`src/hw/rtl/bfr_pkg.sv`:
```
// Shared types and constants of the blob frame receiver.
package bfr_pkg;

  // Sync pair that opens every frame.
  localparam logic [7:0] SYNC_FIRST  = 8'hAA;
  localparam logic [7:0] SYNC_SECOND = 8'h55;

  // Byte positions within the 21-byte frame.
  localparam int unsigned POS_W = 5;
  localparam logic [POS_W-1:0] POS_HUNT      = 5'd0;
  localparam logic [POS_W-1:0] POS_SECOND    = 5'd1;
  localparam logic [POS_W-1:0] POS_TYPE      = 5'd2;
  localparam logic [POS_W-1:0] POS_COLOR     = 5'd3;
  localparam logic [POS_W-1:0] POS_FIELDS    = 5'd4;
  localparam logic [POS_W-1:0] POS_CHECKSUM  = 5'd20;

  // Bytes 4..19 carry the result fields.
  localparam int unsigned FIELD_BYTES = 16;
  localparam int unsigned FIELD_IDX_W = $clog2(FIELD_BYTES);

  // Configuration register reset values.
  localparam logic [7:0] RESET_TYPE  = 8'h11;
  localparam logic [7:0] RESET_COLOR = 8'h42;

  // Default queue depths (powers of two, at least two).
  localparam int unsigned ITEM_QUEUE_DEPTH   = 2;
  localparam int unsigned RESULT_QUEUE_DEPTH = 2;

  // Configuration port.
  localparam int unsigned CFG_INDEX_W = 2;
  typedef enum logic [CFG_INDEX_W-1:0] {
    CFG_EXPECTED_TYPE  = 2'd0,
    CFG_EXPECTED_COLOR = 2'd1
  } cfg_index_t;

  typedef struct packed {
    logic [7:0] expected_type;
    logic [7:0] expected_color;
  } cfg_t;

  // Result status codes.
  typedef enum logic [1:0] {
    STATUS_OK      = 2'd0,
    STATUS_BAD_ID  = 2'd1,
    STATUS_BAD_SUM = 2'd2
  } status_t;

  // A frame byte tagged with its position, passed from front to back.
  typedef struct packed {
    logic [POS_W-1:0] pos;
    logic [7:0]       data;
  } frame_item_t;

  // One decoded frame result.
  typedef struct packed {
    status_t     status;
    logic [7:0]  sequence_res;
    logic [7:0]  found;
    logic [15:0] x_error;
    logic [15:0] center_x;
    logic [15:0] center_y;
    logic [15:0] blob_width;
    logic [15:0] blob_height;
    logic [31:0] pixel_count;
  } result_t;

endpackage

```
`src/hw/rtl/bfr_queue.sv`:
```
// Small register-based first-in first-out queue.
module bfr_queue #(
  parameter int unsigned WIDTH = 8,
  parameter int unsigned DEPTH = 2
) (
  input  logic             clk,
  input  logic             rst,
  input  logic             push,
  input  logic [WIDTH-1:0] din,
  output logic             full,
  input  logic             pop,
  output logic [WIDTH-1:0] dout,
  output logic             empty
);

  localparam int unsigned PTR_W = (DEPTH > 1) ? $clog2(DEPTH) : 1;
  localparam int unsigned CNT_W = $clog2(DEPTH + 1);
  localparam logic [CNT_W-1:0] CNT_FULL = CNT_W'(DEPTH);

  logic [WIDTH-1:0] mem [DEPTH];
  logic [PTR_W-1:0] wr_ptr;
  logic [PTR_W-1:0] rd_ptr;
  logic [CNT_W-1:0] count;
  logic             do_push;
  logic             do_pop;

  assign full    = (count == CNT_FULL);
  assign empty   = (count == '0);
  assign do_push = push && !full;
  assign do_pop  = pop && !empty;
  assign dout    = mem[rd_ptr];

  // Pointers and fill count.
  always_ff @(posedge clk) begin
    if (rst) begin
      wr_ptr <= '0;
      rd_ptr <= '0;
      count  <= '0;
    end else begin
      if (do_push) begin
        wr_ptr <= wr_ptr + PTR_W'(1);
      end
      if (do_pop) begin
        rd_ptr <= rd_ptr + PTR_W'(1);
      end
      if (do_push && !do_pop) begin
        count <= count + CNT_W'(1);
      end else if (do_pop && !do_push) begin
        count <= count - CNT_W'(1);
      end
    end
  end

  // Storage.
  always_ff @(posedge clk) begin
    if (do_push) begin
      mem[wr_ptr] <= din;
    end
  end

endmodule

```
`src/hw/rtl/bfr_front.sv`:
```
// Front end: sync hunt and tagging of frame bytes with their position.
module bfr_front (
  input  logic                clk,
  input  logic                rst,
  input  logic                push,
  input  logic [7:0]          rx_byte,
  input  logic                q_full,
  output logic                q_push,
  output bfr_pkg::frame_item_t q_item
);

  logic [bfr_pkg::POS_W-1:0] position;
  logic [bfr_pkg::POS_W-1:0] position_next;
  logic                      accept;

  assign accept = push && !q_full;

  // Frame bytes from the type byte onward go to the back end.
  assign q_push      = accept && (position >= bfr_pkg::POS_TYPE);
  assign q_item.data = rx_byte;
  assign q_item.pos  = (position >= bfr_pkg::POS_CHECKSUM) ? bfr_pkg::POS_CHECKSUM : position;

  // Position tracking through the sync pair and the frame body.
  always_comb begin
    position_next = position;
    if (position == bfr_pkg::POS_HUNT) begin
      if (rx_byte == bfr_pkg::SYNC_FIRST) begin
        position_next = bfr_pkg::POS_SECOND;
      end
    end else if (position == bfr_pkg::POS_SECOND) begin
      if (rx_byte == bfr_pkg::SYNC_SECOND) begin
        position_next = bfr_pkg::POS_TYPE;
      end else if (rx_byte == bfr_pkg::SYNC_FIRST) begin
        position_next = bfr_pkg::POS_SECOND;
      end else begin
        position_next = bfr_pkg::POS_HUNT;
      end
    end else if (position < bfr_pkg::POS_CHECKSUM) begin
      position_next = position + bfr_pkg::POS_W'(1);
    end else begin
      position_next = bfr_pkg::POS_HUNT;
    end
  end

  always_ff @(posedge clk) begin
    if (rst) begin
      position <= bfr_pkg::POS_HUNT;
    end else if (accept) begin
      position <= position_next;
    end
  end

endmodule

```
`src/hw/rtl/bfr_back.sv`:
```
// Back end: collects frame bytes, checks the frame and builds the result.
module bfr_back (
  input  logic                 clk,
  input  logic                 rst,
  input  bfr_pkg::cfg_t        cfg,
  input  logic                 q_empty,
  input  bfr_pkg::frame_item_t q_item,
  output logic                 q_pop,
  input  logic                 res_full,
  output logic                 res_push,
  output bfr_pkg::result_t     res
);

  logic [7:0]                    field_bytes [bfr_pkg::FIELD_BYTES];
  logic [7:0]                    running_sum;
  logic [7:0]                    type_byte;
  logic [7:0]                    color_byte;
  logic                          is_last;
  logic [bfr_pkg::FIELD_IDX_W-1:0] field_idx;
  bfr_pkg::status_t              status;

  assign is_last   = (q_item.pos == bfr_pkg::POS_CHECKSUM);
  assign q_pop     = !q_empty && (!is_last || !res_full);
  assign res_push  = q_pop && is_last;
  assign field_idx = bfr_pkg::FIELD_IDX_W'(q_item.pos - bfr_pkg::POS_FIELDS);

  // Running sum of the frame body as bytes arrive.
  always_ff @(posedge clk) begin
    if (rst) begin
      running_sum <= '0;
    end else if (q_pop && !is_last) begin
      if (q_item.pos == bfr_pkg::POS_TYPE) begin
        running_sum <= q_item.data;
      end else begin
        running_sum <= running_sum + q_item.data;
      end
    end
  end

  // Identity and field bytes are held until the frame completes.
  always_ff @(posedge clk) begin
    if (q_pop) begin
      if (q_item.pos == bfr_pkg::POS_TYPE) begin
        type_byte <= q_item.data;
      end
      if (q_item.pos == bfr_pkg::POS_COLOR) begin
        color_byte <= q_item.data;
      end
      if (q_item.pos >= bfr_pkg::POS_FIELDS && !is_last) begin
        field_bytes[field_idx] <= q_item.data;
      end
    end
  end

  // Status: an identity mismatch wins over a checksum mismatch.
  always_comb begin
    if (type_byte != cfg.expected_type || color_byte != cfg.expected_color) begin
      status = bfr_pkg::STATUS_BAD_ID;
    end else if (running_sum != q_item.data) begin
      status = bfr_pkg::STATUS_BAD_SUM;
    end else begin
      status = bfr_pkg::STATUS_OK;
    end
  end

  // Result fields are little endian and zero unless the frame is good.
  always_comb begin
    res        = '0;
    res.status = status;
    if (status == bfr_pkg::STATUS_OK) begin
      res.sequence_res = field_bytes[0];
      res.found        = field_bytes[1];
      res.x_error      = {field_bytes[3], field_bytes[2]};
      res.center_x     = {field_bytes[5], field_bytes[4]};
      res.center_y     = {field_bytes[7], field_bytes[6]};
      res.blob_width   = {field_bytes[9], field_bytes[8]};
      res.blob_height  = {field_bytes[11], field_bytes[10]};
      res.pixel_count  = {field_bytes[15], field_bytes[14], field_bytes[13], field_bytes[12]};
    end
  end

endmodule

```
`src/hw/rtl/blob_frame_receiver.sv`:
```
// Top level of the blob frame receiver: config registers, front, queues and back.
//
//   channel   direction  handshake              payload
//   input     in         push / full            rx_byte
//   result    out        empty / pop            status .. pixel_count
//   config    in         cfg_valid / cfg_ready  cfg_index, cfg_data
//
// One byte is taken every cycle while full is low. A result reaches the result
// ports through both queues: the checksum byte is registered in the byte
// queue and the back end pushes the result as it takes the byte. Synchronous
// reset clears the sync hunt, both queues and restores the register defaults.
// Input stalls only when the result queue is full and the byte queue has
// filled behind a waiting checksum byte.
module blob_frame_receiver #(
  parameter int unsigned ITEM_DEPTH   = bfr_pkg::ITEM_QUEUE_DEPTH,
  parameter int unsigned RESULT_DEPTH = bfr_pkg::RESULT_QUEUE_DEPTH
) (
  input  logic                            clk,
  input  logic                            rst,
  input  logic                            push,
  output logic                            full,
  input  logic [7:0]                      rx_byte,
  output logic                            empty,
  input  logic                            pop,
  output logic [1:0]                      status,
  output logic [7:0]                      sequence_res,
  output logic [7:0]                      found,
  output logic signed [15:0]              x_error,
  output logic [15:0]                     center_x,
  output logic [15:0]                     center_y,
  output logic [15:0]                     blob_width,
  output logic [15:0]                     blob_height,
  output logic [31:0]                     pixel_count,
  input  logic                            cfg_valid,
  output logic                            cfg_ready,
  input  logic [bfr_pkg::CFG_INDEX_W-1:0] cfg_index,
  input  logic [7:0]                      cfg_data
);

  localparam int unsigned ITEM_W   = $bits(bfr_pkg::frame_item_t);
  localparam int unsigned RESULT_W = $bits(bfr_pkg::result_t);

  bfr_pkg::cfg_t        cfg;
  bfr_pkg::frame_item_t front_item;
  bfr_pkg::frame_item_t back_item;
  bfr_pkg::result_t     back_res;
  bfr_pkg::result_t     out_res;
  logic                 item_push;
  logic                 item_full;
  logic                 item_pop;
  logic                 item_empty;
  logic [ITEM_W-1:0]    item_dout;
  logic                 res_push;
  logic                 res_full;
  logic [RESULT_W-1:0]  res_dout;

  // Configuration registers; writes to unknown indexes are dropped.
  assign cfg_ready = 1'b1;

  always_ff @(posedge clk) begin
    if (rst) begin
      cfg.expected_type  <= bfr_pkg::RESET_TYPE;
      cfg.expected_color <= bfr_pkg::RESET_COLOR;
    end else if (cfg_valid && cfg_ready) begin
      case (cfg_index)
        bfr_pkg::CFG_EXPECTED_TYPE:  cfg.expected_type  <= cfg_data;
        bfr_pkg::CFG_EXPECTED_COLOR: cfg.expected_color <= cfg_data;
        default: ;
      endcase
    end
  end

  assign full = item_full;

  bfr_front u_front (
    .clk     (clk),
    .rst     (rst),
    .push    (push),
    .rx_byte (rx_byte),
    .q_full  (item_full),
    .q_push  (item_push),
    .q_item  (front_item)
  );

  bfr_queue #(
    .WIDTH (ITEM_W),
    .DEPTH (ITEM_DEPTH)
  ) u_item_queue (
    .clk   (clk),
    .rst   (rst),
    .push  (item_push),
    .din   (front_item),
    .full  (item_full),
    .pop   (item_pop),
    .dout  (item_dout),
    .empty (item_empty)
  );

  assign back_item = bfr_pkg::frame_item_t'(item_dout);

  bfr_back u_back (
    .clk      (clk),
    .rst      (rst),
    .cfg      (cfg),
    .q_empty  (item_empty),
    .q_item   (back_item),
    .q_pop    (item_pop),
    .res_full (res_full),
    .res_push (res_push),
    .res      (back_res)
  );

  bfr_queue #(
    .WIDTH (RESULT_W),
    .DEPTH (RESULT_DEPTH)
  ) u_result_queue (
    .clk   (clk),
    .rst   (rst),
    .push  (res_push),
    .din   (back_res),
    .full  (res_full),
    .pop   (pop),
    .dout  (res_dout),
    .empty (empty)
  );

  // Result ports.
  assign out_res      = bfr_pkg::result_t'(res_dout);
  assign status       = out_res.status;
  assign sequence_res = out_res.sequence_res;
  assign found        = out_res.found;
  assign x_error      = out_res.x_error;
  assign center_x     = out_res.center_x;
  assign center_y     = out_res.center_y;
  assign blob_width   = out_res.blob_width;
  assign blob_height  = out_res.blob_height;
  assign pixel_count  = out_res.pixel_count;

endmodule
```
`config.mk`:
```
export PLATFORM = sky130hd
export DESIGN_NAME = blob_frame_receiver
export DESIGN_NICKNAME = d
export VERILOG_FILES = /design/src/hw/rtl/bfr_pkg.sv /design/src/hw/rtl/bfr_queue.sv /design/src/hw/rtl/bfr_front.sv /design/src/hw/rtl/bfr_back.sv /design/src/hw/rtl/blob_frame_receiver.sv
export SDC_FILE = /design/constraint.sdc
export NUM_CORES = 1
export LEC_CHECK = 0
export BUFFER_PORTS_ARGS = -buffer_cell sky130_fd_sc_hd__clkbuf_2
export CELL_PAD_IN_SITES_DETAIL_PLACEMENT = 1
export CELL_PAD_IN_SITES_GLOBAL_PLACEMENT = 1
export CORE_UTILIZATION = 50
export CTS_BUF_LIST = sky130_fd_sc_hd__clkbuf_8
export DETAILED_ROUTE_END_ITERATION = 8
export PLACE_DENSITY = 0.79
export SLEW_MARGIN = 20
export SYNTH_ARGS = -nofsm -noshare
export SYNTH_HDL_FRONTEND = slang
export SYNTH_SLANG_ARGS = --single-unit
```
`constraint.sdc`:
```
create_clock -name clk -period 19.35 [get_ports clk]
set_input_delay 2.9025 -clock clk [delete_from_list [all_inputs] [get_ports clk]]
set_output_delay 2.9025 -clock clk [all_outputs]
set_load 0.1 [all_outputs]
```
Word level (Yosys, flattened, before mapping)
Memory sizes are Yosys's and may differ from the RTL's. A register that Yosys moved wholly into a read port is not among the register bits. Cells that the tools add are included.

Register bits: 53. Bits in writable memories: 414. Bits of input ports: 23. Output and inout port bits: 133. Memories kept: 3.

Add/sub/neg operators: 11. $lt $le $gt $ge: 4. Equal/unequal tests: 13. Mux-type cells: 26. Reductions and logical operators: 37.

Memory list: u_result_queue.mem (words 2, width 130, read ports 1, clocked after Yosys merged registers in 1, wr ports 1, RTL line bfr_queue.sv:20) `logic [WIDTH-1:0] mem [DEPTH];`; u_back.field_bytes (words 16, width 8, read ports 16, clocked after Yosys merged registers in 0, wr ports 1, RTL line bfr_back.sv:14) `logic [7:0] field_bytes [bfr_pkg::FIELD_BYTES];`; u_item_queue.mem (words 2, width 13, read ports 1, clocked after Yosys merged registers in 1, wr ports 1, RTL line bfr_queue.sv:20).

Operators with widths (count): $mux W128 (1); $mux W5 (6); $ne A8 B8 Y1 (3); $logic_and A1 B1 Y1 (14); $mux W1 (12); $mux W2 (6); $eq A5 B2 Y1 const B (2); $reduce_and A2 Y1 (5); $logic_not A1 Y1 (9); $add A8 B8 Y8 (1); $eq A8 B7 Y1 const B (1); $eq A8 B8 Y1 const B (1); $logic_not A2 Y1 (4); $mux W8 (1); $add A5 B1 Y5 const B (1); $eq A5 B1 Y1 const B (1); $eq A5 B5 Y1 const B (1); $ge A5 B2 Y1 const B (1); $ge A5 B3 Y1 const B (1); $ge A5 B5 Y1 const B (1); $logic_not A5 Y1 (1); $lt A5 B5 Y1 const B (1); $add A1 B1 Y1 const B (4); $add A2 B1 Y2 const B (2); other kinds (7) (11).

Longest topological paths before layout
Depth in word-level cells: 10. Gate-level depth with buffers: 11. Gate-level depth less buffers: 9.

By module
A second synthesis with hierarchy kept.

Cells, all modules: 1064. Area, all modules: 18292.5 um^2.

Modules (own cells, without submodules): bfr_queue (u_result_queue) (instances 1, cells each 429, area each 9624.2 um^2, seq. area each 7907.6 um^2); bfr_back (instances 1, cells each 430, area each 6248.5 um^2, seq. area each 4484.3 um^2); bfr_queue (u_item_queue) (instances 1, cells each 65, area each 1149.9 um^2, seq. area each 880.8 um^2); blob_frame_receiver (instances 1, cells each 70, area each 719.4 um^2, seq. area each 320.3 um^2); bfr_front (instances 1, cells each 70, area each 550.5 um^2, seq. area each 100.1 um^2).

Worst setup path after synthesis
OpenSTA, ideal clock, no wires.

Path kind: register -> register. Start point: mem u_item_queue.mem[1][8] (netlist bit). End point: mem u_result_queue.mem[0][0] (netlist bit) (enable). Arrival: 13318 ps. Required time: 18412 ps. Slack: 5094 ps. Stages on the path, launching flop included: 4. Buffers on the path: 0. Period minus slack after synthesis: 14256 ps. Cell sequence: edfxtp_1 nor4bb_1 o22ai_1 nor4_1.

RTL lines (RTL line): start, declared (bfr_queue.sv:20); end, declared (bfr_queue.sv:20).

==> key figures <==
Global route
  – First-pass GRT wire length: 58.1 mm
  – Initial antenna violation count: 0
  – Pin count of the biggest net entering global routing: approximately 130
  – Vias in the first global route: between 9000 and 10000
  – Total track usage: 21.2%
  – Gr ovfl total: 0

Die
  – Starting Density: 51.0%
  – Die Span X: approximately 190 um
  – Cell Rows: slightly below 70
  – Die ar.: around 37000 sq um
  – Core Area: roughly 36000 sq um
  – Top Ports: 156
  – Die height: 193 um

Logic synthesis
  – Register area share after synthesis: approximately 75%
  – Mapped Area: 18200 sq um
  – Ys Warns: 0
  – Synth Area in Simple Gates: 8.96%
  – Ys async rst share: 0%
  – Compound-gate portion of the synthesized area: approximately 2.2%
  – Top FF cell, synth: edfxtp_1
  – Post-Synth XOR/XNOR Area: under 10%
  – Mapped Nets: approximately 1100
  – Avg Cell Area, Syn: around 17 sq um
  – Yosys reg bits: around 470
  – Synth cell types: 59
  – EDFF count, synth: 430
  – Mapped Cells: ~1100
  – Largest family of logic cells by synthesized area: multiplexers
  – Mux cell area share after synthesis: a little under a tenth
  – Synth Area in Adders: 0.935%

Worst setup path
  – Critical Path Fanout Max: between 40 and 50
  – Crit Path Category: register to output pin
  – Bufs and invs on worst path: 3
  – Worst setup SP type: register
  – CP required: between 15000 and 20000 ps
  – Data arrival, critical path: between 3000 and 4000 ps
  – Crit-path cells: buf_4 > buf_16 > mux2_2 > clkbuf_2
  – Worst path max stage delay: 790 ps
  – CP max stage cell: dfxtp_4
  – Setup crit end kind: output pin
  – Family with the most delay on the worst path: buffers and inverters

Timing
  – Final Hold Fails: 0
  – Worst-Margin Slew: about 1000 ps
  – Fmax: ~170 MHz
  – Setup Viol. Count Final: 0
  – Clock Skew: 20.2 ps
  – Setup total negative slack: 0 ps
  – Hold WS: just under 500 ps
  – Period Utilization, post-route: 31.1%
  – Slew margin rel.: between 20% and 30%
  – Final slew viol count: 0
  – RSZ-0062 raised after global routing: false
  – Min cycle time layout: about 6000 ps

Power
  – Power density cells: between 90 and 100 nW/um^2
  – Leak: 0.00649 uW
  – VDD IR max: between 0.00005 and 0.00006 V

Finish
  – Fillers: roughly 3300
  – Final #Nets: 1296
  – Seq. cell area: 13700 sq um
  – Layout area overhead: 13.7%
  – Total area of multi-input combinational cells: 4170 sq um
  – Antenna diodes: 0
  – Layout cell share with drive strength beyond 1: 30.4%

Job
  – Max-cap violations: 0

Detailed routing
  – Router iterations before antenna repair: 6
  – Post-route DRC: 24
  – Final WL: between 30 and 40 mm
  – Vias: about 9400
  – Avg WL per Cell: between 20 and 25 um
  – Routed Antenna Nets: 0
  – DR vias/cell: 5.33
  – Iter 0 DRT Violations: about 570

Hold path
  – Worst Hold Class: register to register

Placed design
  – I/O Buffers: about 150
  – DP HPWL: between 20 and 25 mm
  – GPL Wtd Cong: 0.784

Clock tree
  – Htree depth: 3
  – CTS sink cnt: ~470
  – Root Buffer: clkbuf_8
  – Clk slew on worst S/H paths: 60 ps
  – Clk_lat worst skew: roughly 600 ps
  – Postcts setup bufs: 0
  – CTS Buffer Depth: 3
  – Post-CTS Hold Buffers: 0
  – Total CTS buffers: 74
  – Post-cts repair resize count: 0
  – CTS tree: built

Status
  – Status: finished with violations
  – Failing checks: DRC
-- final cells by class --
type | instances | share of cell area [%]
Clock inverter | 50 | 0.962
Timing Repair Buffer | 166 | 4.36
Sequential cell | 469 | 66.2
Inverter | 16 | 0.290
Tap cell | 461 | 2.79
Multi-Input combinational cell | 533 | 20.2
Clock buffer | 78 | 5.19
-- cell usage in the layout, fill, tap and decap left out, types with 5 or more instances in the layout --
master and n:
inv_1 48, a21oi_1 16, clkbuf_8 78, o21ai_0 12
nor4bb_1 5, a211o_1 5, edfxtp_1 430, nand2_1 13
nor3b_1 8, nand3_1 11, mux2_2 136, and2_1 132
ha_1 12, clkinv_1 12, buf_4 8, mux2i_1 17
nor2_1 58, dfxtp_1 38, nor4_1 7, clkbuf_2 154
nand2b_1 6, nor2b_1 8, xor2_1 23
-- final timing paths --
| path | start | endpoint | slack (ps) | depth (start not counted) |
|---|---|---|---|---|
| worst min-delay path | cfg[1]$_SDFFE_PP1P_ | cfg[1]$_SDFFE_PP1P_ | 490 | 1 |
| worst max register to register | register | u_result_queue.mem[0][109]$_DFFE_PP_ | 14970 | 8 |
| worst max-delay path | register | blob_height[1] | 13340 | 4 |
| worst min register to register | cfg[1]$_SDFFE_PP1P_ | cfg[1]$_SDFFE_PP1P_ | 490 | 1 |
-- metal layers --
| layer | share of wire [%] | global-route usage, % |
|---|---|---|
| met1 | 43 | 27.2 |
| met2 | 51 | 36.3 |
| met3 | 3.9 | 4.15 |
| met4 | 1.8 | 6.51 |
| met5 | 0 | 0 |
-- cells by family (layout without fill, tap and decap cells) --
logic type / Yosys count / after routing
flops: 469 / 469
mux: 154 / 154
other cells: 1 / 1
compound gates: 61 / 61
simple gates: 278 / 278
xor+xnor: 26 / 26
fa+ha+maj: 13 / 13
buf+inv: 60 / 310
-- registers in the layout, summed over array words and instances (netlist names), named ones only --
name and flops:
u_result_queue.mem 260, u_back.field_bytes 128, u_item_queue.mem 26, cfg 16, u_back.color_byte 8, u_back.running_sum 8, u_back.type_byte 8, u_front.position 5
u_item_queue.count 2, u_result_queue.count 2, u_item_queue.rd_ptr 1, u_item_queue.wr_ptr 1, u_result_queue.rd_ptr 1, u_result_queue.wr_ptr 1
-- power breakdown --
| part | internal (uW) | leakage [uW] | switching [uW] |
|---|---|---|---|
| sequential | 1130 | 0.00365 | 16.2 |
| clock | 370 | 0.000767 | 362 |
| combinational | 57.1 | 0.00208 | 122 |
-- cell usage after synthesis (7+ instances only) --
library cell	number	area (sq um)
and2_1	133	832
inv_1	15	56.3
buf_6	12	135
nor2_1	59	221
nand2_1	13	48.8
nor2b_1	8	50.1
o21ai_0	12	60.1
a21oi_1	16	80.1
mux2_2	136	1530
xor2_1	23	201
buf_4	7	52.6
nor3b_1	8	60.1
dfxtp_1	39	781
mux2i_1	17	170
nor4_1	8	50.1
ha_1	12	150
edfxtp_1	430	12900
nand3_1	11	55.1
clkbuf_1	19	71.3
-- per-stage QoR --
stage	instances	power, uW	setup slack [ps]	instance area [sq um]	utilization [%]
floorplan	1062	1290	5090	18200	-
global placement	1644	1340	13710	19400	54.3
detailed placement	1645	1350	13900	19400	54.4
CTS	1773	2090	13250	20700	58.0
global route	1773	2140	13170	20700	58.0
finish	1773	2060	13340	20700	58.0
Note: power is estimated with default switching activity, not from simulation.
